**config.mk**
```make
export PLATFORM = sky130hd
export DESIGN_NAME = psg_tone_noise_generator_unit_flat
export DESIGN_NICKNAME = d
export VERILOG_FILES = /design/src/design/psg_pkg.sv /design/src/design/psg_if.sv /design/src/design/psg_regs.sv /design/src/design/psg_engine.sv /design/src/design/psg_tone_noise_generator_unit.sv /design/src/flat_wrapper.sv
export SDC_FILE = /design/constraint.sdc
export NUM_CORES = 1
export LEC_CHECK = 0
export ABC_CLOCK_PERIOD_IN_PS = 10110
export BUFFER_PORTS_ARGS = -buffer_cell sky130_fd_sc_hd__buf_2
export CORE_AREA = 2 2 173 175
export CTS_CLUSTER_DIAMETER = 40
export CTS_CLUSTER_SIZE = 30
export DETAILED_ROUTE_END_ITERATION = 12
export DIE_AREA = 0 0 175 177
export GPL_TIMING_DRIVEN = 0
export PLACE_DENSITY_LB_ADDON = 0.3
export SLEW_MARGIN = 25
export SYNTH_ARGS = -nofsm -noshare
export SYNTH_HDL_FRONTEND = slang
export SYNTH_SLANG_ARGS = --single-unit
```
**constraint.sdc**
```tcl
create_clock -name clk -period 10.11 [get_ports clk]
set_input_delay 1.5165 -clock clk [delete_from_list [all_inputs] [get_ports clk]]
set_output_delay 1.5165 -clock clk [all_outputs]
set_load 0.1 [all_outputs]
```
**src/design/psg_pkg.sv**
```systemverilog
// Shared types, constants and the gain table of the PSG tone and noise generator.
// No dependencies.
`timescale 1ns / 1ps
`default_nettype none
package psg_pkg;

  localparam int NumTones   = 3;
  localparam int PerW       = 10;   // periods are kept in units of 64
  localparam int CntW       = 18;   // signed period counters
  localparam int SampleW    = 15;

  localparam logic [2:0] RegNoiseCtl  = 3'd6;
  localparam logic [2:0] RegNoiseGain = 3'd7;

  localparam logic [PerW-1:0] PerReset = 10'h3FF;   // 0xFFC0 >> 6
  localparam logic [PerW-1:0] PerZero  = 10'd16;    // a zero period acts as 1024
  localparam logic [PerW-1:0] PerDcMax = 10'd4;     // 256 and below is DC
  localparam logic [PerW-1:0] NoiseBase = 10'd16;   // 0x400 >> 6

  localparam logic signed [CntW-1:0] ToneStep  = -18'sd8192;
  localparam logic signed [CntW-1:0] NoiseStep = -18'sd512;
  localparam logic [15:0] ShiftReset = 16'h4000;

  typedef struct packed {
    logic [NumTones-1:0][PerW-1:0] tone_per;
    logic [PerW-1:0]               noise_per;
    logic [3:0][3:0]               gain;        // index 3 is noise
    logic                          white;
  } psg_cfg_t;

  typedef struct packed {
    logic       clr_tone;
    logic [1:0] tone_idx;
    logic       clr_noise;
    logic       rst_shift;
  } psg_evt_t;

  function automatic logic [15:0] vol_lookup(input logic [3:0] idx);
    logic [15:0] v;
    case (idx)
      4'd0:  v = 16'd32767;
      4'd1:  v = 16'd26028;
      4'd2:  v = 16'd20675;
      4'd3:  v = 16'd16422;
      4'd4:  v = 16'd13045;
      4'd5:  v = 16'd10362;
      4'd6:  v = 16'd8231;
      4'd7:  v = 16'd6568;
      4'd8:  v = 16'd5193;
      4'd9:  v = 16'd4125;
      4'd10: v = 16'd3277;
      4'd11: v = 16'd2603;
      4'd12: v = 16'd2067;
      4'd13: v = 16'd1642;
      4'd14: v = 16'd1304;
      default: v = 16'd0;
    endcase
    return v;
  endfunction

  function automatic logic [PerW-1:0] eff_per(input logic [PerW-1:0] p);
    return (p == '0) ? PerZero : p;
  endfunction

endpackage
`default_nettype wire

```
**src/design/psg_if.sv**
```systemverilog
// Valid/ready channel interfaces for the PSG: write/tick input items and sample items.
// Depends on psg_pkg.
`timescale 1ns / 1ps
`default_nettype none
interface psg_in_if;
  logic       valid;
  logic       ready;
  logic       kind;
  logic [7:0] data;
  modport source (output valid, input ready, output kind, output data);
  modport sink   (input valid, output ready, input kind, input data);
endinterface

interface psg_out_if;
  logic                                 valid;
  logic                                 ready;
  logic signed [psg_pkg::SampleW-1:0]   sample;
  modport source (output valid, input ready, output sample);
  modport sink   (input valid, output ready, input sample);
endinterface
`default_nettype wire

```
**src/design/psg_regs.sv**
```systemverilog
// Register write decode: latch/data bytes into periods, gains and noise control.
// Depends on psg_pkg.
`timescale 1ns / 1ps
`default_nettype none
module psg_regs (
  input  wire logic              clk,
  input  wire logic              rst_n,
  input  wire logic              wr_en,
  input  wire logic [7:0]        wr_data,
  output psg_pkg::psg_cfg_t      cfg,
  output psg_pkg::psg_evt_t      evt
);
  import psg_pkg::*;

  logic [NumTones-1:0][PerW-1:0] tper_r;
  logic [NumTones-1:0][3:0]      lo_r;
  logic [NumTones-1:0][5:0]      hi_r;
  logic [3:0][3:0]               gain_r;
  logic [PerW-1:0]               nper_r;
  logic [3:0]                    nctl_r;
  logic [2:0]                    latch_r;
  logic [1:0]                    last_r;

  logic       is_latch;
  logic [2:0] reg_sel;
  logic       noise_wr;

  assign is_latch = wr_data[7];
  assign reg_sel  = wr_data[6:4];
  assign noise_wr = wr_en && ((is_latch && reg_sel == RegNoiseCtl) ||
                              (!is_latch && latch_r == RegNoiseCtl));

  always_comb begin
    evt           = '0;
    evt.rst_shift = noise_wr;
    evt.clr_noise = noise_wr && (wr_data[1:0] != nctl_r[1:0]);
    evt.clr_tone  = wr_en && !is_latch && latch_r != RegNoiseCtl;
    evt.tone_idx  = last_r;
  end

  assign cfg.tone_per  = tper_r;
  assign cfg.noise_per = nper_r;
  assign cfg.gain      = gain_r;
  assign cfg.white     = nctl_r[2];

  always_ff @(posedge clk) begin
    if (!rst_n) begin
      for (int i = 0; i < NumTones; i++) begin
        tper_r[i] <= PerReset;
        lo_r[i]   <= '0;
        hi_r[i]   <= '0;
        gain_r[i] <= 4'd8;
      end
      gain_r[3] <= '0;
      nper_r    <= PerReset;
      nctl_r    <= 4'd3;
      latch_r   <= '0;
      last_r    <= '0;
    end else if (wr_en) begin
      if (noise_wr) begin
        nctl_r <= wr_data[3:0];
        if (wr_data[1:0] == 2'd3) nper_r <= tper_r[2];
        else                      nper_r <= NoiseBase << wr_data[1:0];
      end
      if (is_latch) begin
        latch_r <= reg_sel;
        if (reg_sel == RegNoiseGain) begin
          gain_r[3] <= ~wr_data[3:0];
        end else if (reg_sel != RegNoiseCtl) begin
          if (reg_sel[0]) begin
            gain_r[reg_sel[2:1]] <= ~wr_data[3:0];
          end else begin
            lo_r[reg_sel[2:1]]   <= wr_data[3:0];
            tper_r[reg_sel[2:1]] <= {hi_r[reg_sel[2:1]], wr_data[3:0]};
            last_r               <= reg_sel[2:1];
          end
        end
      end else if (latch_r != RegNoiseCtl) begin
        hi_r[last_r]   <= wr_data[5:0];
        tper_r[last_r] <= {wr_data[5:0], lo_r[last_r]};
        if (nctl_r[1:0] == 2'd3 && last_r == 2'd2) nper_r <= {wr_data[5:0], lo_r[last_r]};
      end
    end
  end
endmodule
`default_nettype wire

```
**src/design/psg_engine.sv**
```systemverilog
// Sample sequencer: one shared multiply-add for mixing, one shared counter adder
// that steps the tone and noise counters one wrap per cycle. Depends on psg_pkg.
`timescale 1ns / 1ps
`default_nettype none
module psg_engine (
  input  wire logic                        clk,
  input  wire logic                        rst_n,
  input  wire logic                        start,
  input  wire logic                        slot_free,
  input  psg_pkg::psg_cfg_t                cfg,
  input  psg_pkg::psg_evt_t                evt,
  output logic                             idle,
  output logic                             res_valid,
  output logic signed [psg_pkg::SampleW-1:0] res_sample
);
  import psg_pkg::*;

  typedef enum logic [2:0] {S_IDLE, S_MIX, S_SUB, S_LOOP, S_FIN} state_t;

  state_t                        state_r;
  logic [1:0]                    ch_r;
  logic signed [SampleW-1:0]     acc_r;
  logic signed [CntW-1:0]        cnt_r [4];
  logic [NumTones-1:0][4:0]      phase_r;
  logic [15:0]                   shift_r;

  logic [PerW-1:0]               ep;
  logic signed [8:0]             amp;
  logic [15:0]                   vol;
  logic signed [25:0]            prod;
  logic signed [SampleW-1:0]     term;
  logic signed [CntW-1:0]        addend;
  logic signed [CntW-1:0]        sum;
  logic                          fb;

  always_comb begin
    ep = (ch_r == 2'd3) ? eff_per(cfg.noise_per) : eff_per(cfg.tone_per[ch_r]);
    if (ch_r == 2'd3)
      amp = shift_r[0] ? 9'sd0 : 9'sd254;
    else if (ep <= PerDcMax || !phase_r[ch_r][4])
      amp = 9'sd127;
    else
      amp = -9'sd127;
    vol  = vol_lookup(~cfg.gain[ch_r]);
    prod = amp * $signed({1'b0, vol});
    term = prod[25:11];
    if (state_r == S_SUB)
      addend = (ch_r == 2'd3) ? NoiseStep : ToneStep;
    else if (ch_r == 2'd3)
      addend = $signed({1'b0, ep, 7'b0});
    else
      addend = $signed({2'b0, ep, 6'b0});
    sum = cnt_r[ch_r] + addend;
    fb  = cfg.white ? (shift_r[0] ^ shift_r[1]) : shift_r[0];
  end

  assign idle       = (state_r == S_IDLE);
  assign res_valid  = (state_r == S_FIN) && slot_free;
  assign res_sample = acc_r;

  always_ff @(posedge clk) begin
    if (!rst_n) begin
      state_r <= S_IDLE;
      ch_r    <= '0;
      acc_r   <= '0;
      for (int i = 0; i < 4; i++) cnt_r[i] <= '0;
      phase_r <= '0;
      shift_r <= ShiftReset;
    end else begin
      unique case (state_r)
        S_IDLE: begin
          if (evt.clr_tone)  cnt_r[evt.tone_idx] <= '0;
          if (evt.clr_noise) cnt_r[3] <= '0;
          if (evt.rst_shift) shift_r <= ShiftReset;
          if (start) begin
            state_r <= S_MIX;
            ch_r    <= '0;
            acc_r   <= '0;
          end
        end
        S_MIX: begin
          acc_r <= acc_r + term;
          ch_r  <= ch_r + 2'd1;
          if (ch_r == 2'd3) state_r <= S_SUB;
        end
        S_SUB: begin
          cnt_r[ch_r] <= sum;
          state_r     <= S_LOOP;
        end
        S_LOOP: begin
          if (cnt_r[ch_r][CntW-1]) begin
            cnt_r[ch_r] <= sum;
            if (ch_r == 2'd3) shift_r <= {1'b0, shift_r[15] | fb, shift_r[14:1]};
            else              phase_r[ch_r] <= phase_r[ch_r] + 5'd1;
          end else if (ch_r == 2'd3) begin
            state_r <= S_FIN;
          end else begin
            ch_r    <= ch_r + 2'd1;
            state_r <= S_SUB;
          end
        end
        S_FIN: begin
          if (slot_free) state_r <= S_IDLE;
        end
        default: state_r <= S_IDLE;
      endcase
    end
  end
endmodule
`default_nettype wire

```
**src/design/psg_tone_noise_generator_unit.sv**
```systemverilog
// Top level of the PSG tone and noise generator: register decode, sample sequencer,
// output register. Depends on psg_pkg, psg_if, psg_regs, psg_engine.
//
//   channel  dir  payload            moves
//   in_ch    in   kind, data[7:0]    write byte (kind 0) or sample tick (kind 1)
//   out_ch   out  sample[14:0] s     one mixed sample per tick
//
// Write byte: decoded when accepted, no result.
// Tick: S_MIX adds in each of the four channels, then per channel S_SUB subtracts,
//   S_LOOP adds the period back once per counter wrap and then exits, and S_FIN hands
//   off. Wraps are 8192/period per tone (128 at the shortest period).
// The single counter adder steps one wrap per cycle, so the wraps set how long a tick lasts.
// in_ch.ready is high only while the sequencer is idle; a finished sample
// waits in the output register, and the sequencer holds if it is still full.
// Reset (rst_n low, synchronous) restores the power-up register values.
`timescale 1ns / 1ps
`default_nettype none
module psg_tone_noise_generator_unit (
  input  wire logic  clk,
  input  wire logic  rst_n,
  psg_in_if.sink     in_ch,
  psg_out_if.source  out_ch
);
  import psg_pkg::*;

  psg_cfg_t                  cfg;
  psg_evt_t                  evt;
  logic                      eng_idle;
  logic                      res_valid;
  logic signed [SampleW-1:0] res_sample;
  logic                      in_acc;
  logic                      out_valid_r;
  logic signed [SampleW-1:0] sample_r;
  logic                      slot_free;

  assign in_ch.ready = eng_idle;
  assign in_acc      = in_ch.valid && eng_idle;
  assign slot_free   = !out_valid_r || out_ch.ready;

  psg_regs u_regs (
    .clk     (clk),
    .rst_n   (rst_n),
    .wr_en   (in_acc && !in_ch.kind),
    .wr_data (in_ch.data),
    .cfg     (cfg),
    .evt     (evt)
  );

  psg_engine u_engine (
    .clk        (clk),
    .rst_n      (rst_n),
    .start      (in_acc && in_ch.kind),
    .slot_free  (slot_free),
    .cfg        (cfg),
    .evt        (evt),
    .idle       (eng_idle),
    .res_valid  (res_valid),
    .res_sample (res_sample)
  );

  // output register
  always_ff @(posedge clk) begin
    if (!rst_n) begin
      out_valid_r <= 1'b0;
    end else if (res_valid) begin
      out_valid_r <= 1'b1;
    end else if (out_ch.ready) begin
      out_valid_r <= 1'b0;
    end
  end

  always_ff @(posedge clk) begin
    if (res_valid) sample_r <= res_sample;
  end

  assign out_ch.valid  = out_valid_r;
  assign out_ch.sample = sample_r;
endmodule
`default_nettype wire

```
**src/flat_wrapper.sv**
```systemverilog
// flat-port wrapper written by rule: the top's interface ports become plain ports
module psg_tone_noise_generator_unit_flat import psg_pkg::*;
  (clk, rst_n, in_ch_valid, in_ch_ready, in_ch_kind, in_ch_data, out_ch_valid, out_ch_ready, out_ch_sample);
  psg_in_if in_ch_i ();
  psg_out_if out_ch_i ();
  input  wire logic clk;
  input  wire logic rst_n;
  input wire logic [$bits(in_ch_i.valid)-1:0] in_ch_valid;
  output wire logic [$bits(in_ch_i.ready)-1:0] in_ch_ready;
  input wire logic [$bits(in_ch_i.kind)-1:0] in_ch_kind;
  input wire logic [$bits(in_ch_i.data)-1:0] in_ch_data;
  output wire logic [$bits(out_ch_i.valid)-1:0] out_ch_valid;
  input wire logic [$bits(out_ch_i.ready)-1:0] out_ch_ready;
  output wire logic [$bits(out_ch_i.sample)-1:0] out_ch_sample;
  assign in_ch_i.valid = in_ch_valid;
  assign in_ch_ready = in_ch_i.ready;
  assign in_ch_i.kind = in_ch_kind;
  assign in_ch_i.data = in_ch_data;
  assign out_ch_valid = out_ch_i.valid;
  assign out_ch_i.ready = out_ch_ready;
  assign out_ch_sample = out_ch_i.sample;
  psg_tone_noise_generator_unit u_core (.clk(clk), .rst_n(rst_n), .in_ch(in_ch_i), .out_ch(out_ch_i));
endmodule
```
* After elaboration in Yosys (flattened, before gate mapping)
Memory sizes are Yosys's and may differ from the RTL's. A register that Yosys moved wholly into a read port is not among the register bits. Index checks and enable logic that the tools add are counted.
Word-level totals: bits in registers 161, bits in writable memories 72, ROM bits 240, bits of input ports 13, output and inout port bits 17, logic and storage cells 214, memories 2
Memories:
- (name not given) | depth 16, width 15, rd ports 1, clocked after Yosys merged registers in 0, wr ports 0, RTL line psg_pkg.sv:40 | case (idx)
- u_core.u_engine.cnt_r | depth 4, width 18, rd ports 1, clocked after Yosys merged registers in 1, wr ports 4, RTL line psg_engine.sv:23 | logic signed [CntW-1:0] cnt_r [4];
Operators by class: add/sub/neg operators 4, multipliers 1, order comparisons 7, equal/unequal tests 25, shifts and indexed selects 1, multiplexer cells 93, bitwise gates (word level) 10, reductions and logical operators 45
Operators with widths (count):
- $mux W30 | 5
- $mux W10 | 11
- $mux W18 | 5
- $mux W16 | 5
- $bwmux W30 | 2
- $demux W10 S2 | 2
- $reduce_or A18 Y1 | 2
- $pmux W16 S2 | 1
- $pmux W15 S2 | 1
- $mul A9 B17 Y26 | 1
- $mux W1 | 21
- $bmux W10 S2 | 1
- $logic_not A10 Y1 | 2
- $ne A2 B2 Y1 const B | 10
- $add A18 B18 Y18 | 1
- $bwmux W18 | 1
- $mux W9 | 2
- $mux W17 | 1
- $bmux W4 S2 | 2
- $bwmux W16 | 1
- $mux W4 | 4
- $reduce_and A4 Y1 | 4
- $add A15 B15 Y15 | 1
- $bwmux W15 | 1
- 41 further kinds | 99

* Depth between registers and ports, before layout
depth in word-level cells 12, mapped depth 46, mapped depth without buffers 41

* Hierarchy
From an unflattened synthesis, not the netlist that was laid out.
Second synthesis, totals: cell total of the unflattened synthesis 1625, area total of the unflattened synthesis 14881.8 um^2
Modules (own cells, without submodules):
- psg_engine | instances 1, cells an instance 1134, area each 9978.3 um^2, seq. area each 2001.9 um^2
- psg_regs | instances 1, cells an instance 469, area each 4390.5 um^2, seq. area each 1881.8 um^2
- psg_tone_noise_generator_unit | instances 1, cells an instance 22, area each 513.0 um^2, seq. area each 470.5 um^2

* Worst setup path before layout
OpenSTA, ideal clock, no wires.
path type flip-flop to flip-flop, start point register u_core.u_engine.ch_r[0], end point register u_core.u_engine.acc_r[14], in the netlist u_core.u_engine.res_sample[14], setup time 0.134 ns, arrival 9.341 ns, data required time 9.976 ns, setup slack 0.635 ns, stages on the path, launching flop included 40, buffers on the path 4, clock period less this slack 9.475 ns, path through dfxtp_1 -> buf_6 -> buf_2 -> buf_4 -> mux2i_1 -> o22ai_1 -> nor3_1 -> o211ai_1 -> and2_1 -> clkbuf_1 -> inv_1 -> nand2_1 -> nor2_1 -> fa_1 -> fa_1 -> fa_1 -> fa_1 -> inv_1 -> (+4 left out) -> o21ai_0 -> a21o_1 -> a21oi_1 -> nor2_1 -> or3_4 -> a31oi_1 -> and2b_1 -> nor2_1 -> xnor2_1 -> ha_1 -> and3_1 -> a2111oi_0 -> o31ai_1 -> a21oi_1 -> xnor2_1 -> or3_1 -> nand4_1 -> o211ai_1
On the way: word-level cells in the longest chain between the ends 12, elaborated cells between the ends (all ways) 20, classes of those cells add/sub (1); mul (1); order compare (1); eq/ne (1); mux (11); bitwise (1); reduce/logical (3); memory (1)
RTL lines:
- start, declared | RTL line psg_engine.sv:21 | logic [1:0] ch_r;
- start signal, assigned | RTL line psg_engine.sv:83 | ch_r <= ch_r + 2'd1;
- start signal, assigned | RTL line psg_engine.sv:98 | ch_r <= ch_r + 2'd1;
- $bmux W10 S2 | RTL line psg_engine.sv:37 | ep = (ch_r == 2'd3) ? eff_per(cfg.noise_per) : eff_per(cfg.tone_per[ch_r]);
- $mux W10 (implied by the code) | RTL line psg_engine.sv:37
- $logic_not A10 Y1 | RTL line psg_pkg.sv:62 | return (p == '0) ? PerZero : p;
- $mux W10 | RTL line psg_pkg.sv:62
- $mux W10 | RTL line psg_engine.sv:37
- $le A10 B3 Y1 | RTL line psg_engine.sv:40 | else if (ep <= PerDcMax || !phase_r[ch_r][4])
- $logic_or A1 B1 Y1 | RTL line psg_engine.sv:40
- $mux W9 | RTL line psg_engine.sv:40
- $mux W9 | RTL line psg_engine.sv:38 | if (ch_r == 2'd3)
- $mul A9 B17 Y26 * | RTL line psg_engine.sv:45 | prod = amp * $signed({1'b0, vol});
- $add A15 B15 Y15 * | RTL line psg_engine.sv:82 | acc_r <= acc_r + term;
- $pmux W15 S2 * | RTL line psg_engine.sv:70 | unique case (state_r)
- end signal, assigned | RTL line psg_engine.sv:82
- end, declared | RTL line psg_engine.sv:22 | logic signed [SampleW-1:0] acc_r;
Mark *: on every way between the ends. The rest lies on a longest branch, timed or not. The select of a mux whose other input is x is not followed. A chain may end at the register's enable or synchronous reset.

* Final worst setup path
start point register u_core.u_engine.ch_r[1], end point register u_core.u_engine.acc_r[14], in the netlist u_core.u_engine.res_sample[14]
Same word-level chain as after synthesis.

==> metrics.log <==
INFO  metric critPathArrivalTime = 10.06 ns
INFO  metric cellPowerDensity = 182.3 nW/µm²
INFO  metric chipHeight = between 150 and 200 µm
INFO  metric synth_top_cell_by_area = sky130_fd_sc_hd__dfxtp_1
INFO  metric min-delay-start = u_core.u_engine.res_sample[8]$_SDFFE_PN0P_
INFO  metric dr.first_iter.drc_count = approximately 850
INFO  metric timing.clock.skew = 0.01298 ns
INFO  metric die_x = 175 µm
INFO  metric cap_viol_max_count = 0
INFO  metric muxShareOfSynthArea = 6.570%
INFO  metric holdCritPathClass = flip-flop to flip-flop
INFO  metric dp_hpwl = 26560 µm
INFO  metric crit_path_max_fanout = 10
INFO  metric timing_max_transition_violations_final = 0
INFO  metric cts_bufs_inserted = 28
INFO  metric pin_count_of_the_biggest_net_entering_global_routing = 16
INFO  metric critical_path.endpoint_type = flip-flop
INFO  metric total_leakage_power = 6.851 nW
INFO  metric worstSetupPathType = flip-flop to flip-flop
INFO  metric cts.root.buffer_cell = sky130_fd_sc_hd__clkbuf_16
INFO  metric syn_nets = roughly 1700
INFO  metric grt_pass1_vias = 11100
INFO  metric synthesis.area = 14360 µm²
INFO  metric synth.top_cell.area_share = approximately a fifth
INFO  metric place_congestion = 0.8833
INFO  metric ys.flop_type = sky130_fd_sc_hd__dfxtp_1
INFO  metric drive_gt1_share = 10.34%
INFO  metric run_status = finished clean
INFO  metric clock_sink_count = 210
INFO  metric flip_flop_and_latch_count_after_synthesis = 210
INFO  metric route.detailed.drc = 0
INFO  metric max_slew.worst_pin.slew = between 0.9 and 1 ns
INFO  metric detailed_routing_iteration_count_for_the_pre_antenna_repair_pass = 5
INFO  metric rows = 63
INFO  metric synth-seq-area-share = 33.67%
INFO  metric worstPathBufferInverterCount = 10
INFO  metric num_antenna_cells = 0
INFO  metric vdd_ir_drop_max = 0.1596 mV
INFO  metric synth_top_family_by_area = adder cells
INFO  metric ant_nets = 0
INFO  metric synth-xor-area-share = 2.440%
INFO  metric floorplan.core_area = 29240 µm²
INFO  metric dr_total_vias = ~11000
INFO  metric crit-reg2reg-launch = u_core.u_engine.ch_r[1]$_SDFFE_PN0P_
INFO  metric netlist-cell-type-count = between 60 and 70
INFO  metric cts-hold-fix-buffers = 0
INFO  metric clock_tree_from_tritoncts = yes
INFO  metric synth.most_common_cell = sky130_fd_sc_hd__nand2_1
INFO  metric hold_path_depth = 0
INFO  metric post-route-min-period = 9.644 ns
INFO  metric finalHoldWorstSlack = 0.4628 ns
INFO  metric io_buffer_count = 26
INFO  metric grt_antenna_before_repair = 0
INFO  metric cts_htree_levels = 1
INFO  metric cp_slowest_stage_delay = 0.56 ns
INFO  metric avgRoutedWirePerCell = between 15 and 20 µm
INFO  metric synth_enable_flop_cells = 63
INFO  metric report.power.total = 2.975 mW
INFO  metric ff2ff_setup_slack = 0.47 ns
INFO  metric post_drt_via_cell_ratio = 5.615
INFO  metric design.portCount = 30
INFO  metric die_area = 30980 µm²
INFO  metric cpLargestDelayFamily = adder cells
INFO  metric synth_compound_gate_area_share = 14.25%
INFO  metric synth-adder-area-share = 21.51%
INFO  metric achievable-frequency = 0.1037 GHz
INFO  metric layout_worst_path_cycle_share = 95.39%
INFO  metric rr_worst_depth = 39
INFO  metric clockBufferDepth = 3
INFO  metric clk_latency = 0.54 ns
INFO  metric worstSetupStartpointType = flip-flop
INFO  metric synthArstFlopShare = 0%
INFO  metric final_nets = around 1800
INFO  metric synth_top_cells_by_count = 201 x sky130_fd_sc_hd__nand2_1, 147 x sky130_fd_sc_hd__dfxtp_1, 117 x sky130_fd_sc_hd__nor2_1, 98 x sky130_fd_sc_hd__ha_1, 95 x sky130_fd_sc_hd__inv_1
INFO  metric wirelength = about 36000 µm
INFO  metric synth_top_cells_by_area = sky130_fd_sc_hd__dfxtp_1 20%, sky130_fd_sc_hd__edfxtp_1 13%, sky130_fd_sc_hd__fa_1 13%, sky130_fd_sc_hd__ha_1 8.5%, sky130_fd_sc_hd__nand2_1 5.3%
INFO  metric global_route.overflow_total = 0
INFO  metric wire_length_of_the_first_global_routing_pass = 57700 µm
INFO  metric critPathSlowestCell = sky130_fd_sc_hd__fa_1
INFO  metric hold-path-endpoint = u_core.out_ch.sample[8]$_DFFE_PP_
INFO  metric setup_violations = 0
INFO  metric slew-limit-headroom = 33.21%
INFO  metric start_util = 49.10%
INFO  metric synth-simple-area-share = 16.81%
INFO  metric timing_hold_violations_final = 0
INFO  metric ys_warn_count = 0
INFO  metric cts.clk_slew.worst_paths = roughly 0.060 ns
INFO  metric synthesis.area_per_instance = 9.484 µm²
INFO  metric r2r-end = u_core.u_engine.res_sample[14]$_SDFFE_PN0P_
INFO  metric grt_util_all_layers = 23.30%
INFO  metric syn_to_final_growth = 13.69%
INFO  metric postSynthCellCount = roughly 1500
INFO  metric crit_required = 10.52 ns
[logic make-up (layout without fill, tap and decap cells)]
kind of cell	Yosys count	after routing
AND/OR/NAND/NOR	518	518
AO/OA/AOI/OAI	304	304
flip-flops	210	210
adder cells (fa/ha/maj)	191	191
buffers and inverters	177	268
multiplexers	74	74
XOR/XNOR	40	40
[power by group]
part	leakage, nW	switching (mW)	total [mW]	internal, mW
registers	1.82	0.0194	0.920	0.901
logic	4.55	0.581	1.03	0.453
clock network	0.479	0.381	1.02	0.639
total	6.85	0.982	2.98	1.99
[per-layer routing]
layer	wire length, µm	vias to the layer above	GRT usage (%)
met5	0	-	0
met4	1142	0	8.194
met3	1724	70	2.857
met2	16790	297	38.50
met1	15960	5445	31.73
li1	-	5389	-
[layout make-up]
cell class              instances  area [µm²]
multi-input cells            1127        9044
clock inverters                13       141.4
repair buffers                 40       235.2
plain buffers                  81       372.9
fillers                      2559       12920
clock buffers                  39       845.8
inverters                      95       360.3
well taps                     390       488.0
flip-flops and latches        210        4837
[state kept, by name (all words and copies together) (netlist names), named ones only]
signal,flops
u_core.u_engine.cnt_r,48
u_core.u_engine.res_sample,15
u_core.u_regs.cfg,46
u_core.u_regs.hi_r,18
u_core.out_ch.sample,15
u_core.u_engine.phase_r,15
u_core.u_engine.shift_r,15
u_core.u_engine.state_r,3
u_core.u_regs.last_r,2
u_core.u_regs.nper_r,10
u_core.u_engine.ch_r,2
u_core.u_regs.nctl_r,3
u_core.u_regs.lo_r,12
u_core.u_regs.latch_r,3
u_core.out_ch.valid,1
[placed cells by master (no fill, tap or decap), types with 51 or more instances in the layout]
cell type	netlist	layout
sky130_fd_sc_hd__fa_1	93	93
sky130_fd_sc_hd__dfxtp_1	147	145
sky130_fd_sc_hd__o21ai_0	53	51
sky130_fd_sc_hd__ha_1	98	98
sky130_fd_sc_hd__clkbuf_1	71	71
sky130_fd_sc_hd__nor2_1	117	112
sky130_fd_sc_hd__inv_1	95	93
sky130_fd_sc_hd__edfxtp_1	63	63
sky130_fd_sc_hd__nand2_1	201	200
sky130_fd_sc_hd__mux2i_1	56	52
[worst max-delay path by stage]
stage | from | end | slack [ns] | cells after the start
2_1_floorplan | u_core.u_engine.ch_r[0]$_SDFFE_PN0P_ | u_core.u_engine.res_sample[14]$_SDFFE_PN0P_ | 0.64 | 39
3_3_place_gp | u_core.u_engine.ch_r[0]$_SDFFE_PN0P_ | u_core.u_engine.res_sample[14]$_SDFFE_PN0P_ | -1.48 | 39
3_5_place_dp | u_core.u_engine.ch_r[0]$_SDFFE_PN0P_ | u_core.u_engine.res_sample[14]$_SDFFE_PN0P_ | -1.66 | 39
4_1_cts | u_core.u_engine.ch_r[0]$_SDFFE_PN0P_ | u_core.u_engine.res_sample[14]$_SDFFE_PN0P_ | 0.02 | 40
5_1_grt | u_core.u_engine.ch_r[1]$_SDFFE_PN0P_ | u_core.u_engine.res_sample[14]$_SDFFE_PN0P_ | -0.03 | 39
6_report | u_core.u_engine.ch_r[1]$_SDFFE_PN0P_ | u_core.u_engine.res_sample[14]$_SDFFE_PN0P_ | 0.47 | 39
[worst reg2reg max path, delay by kind of cell, from the launching register on]
| family | cells | cell delay, ns |
|---|---|---|
| flip-flops | 1 | 0.45 |
| AO/OA/AOI/OAI | 12 | 2.57 |
| XOR/XNOR | 2 | 0.30 |
| AND/OR/NAND/NOR | 8 | 1.60 |
| adder cells (fa/ha/maj) | 7 | 3.15 |
| buffers and inverters | 10 | 1.46 |
[stage by stage]
stage / setup TNS (ns) / setup WS (ns) / cells / util [%] / instance area [µm²]
floorplan: 0 / 0.6350 / 1514 / - / 14360
global placement: -3.535 / -1.480 / 1930 / 51.21 / 14980
detailed placement: -4.692 / -1.658 / 1930 / 51.22 / 14980
CTS: 0 / 0.01518 / 1987 / 55.12 / 16120
global route: -0.02569 / -0.02569 / 1995 / 55.82 / 16320
finish: 0 / 0.4660 / 1995 / 55.82 / 16320
[what timing repair did]
action	CTS	global route
pin swaps	2	8
endpoints found under the hold margin	0	0
setup buffers	6	8
resized for setup	32	33
setup endpoints to repair	8	3
(Power assumes the default switching activity.)
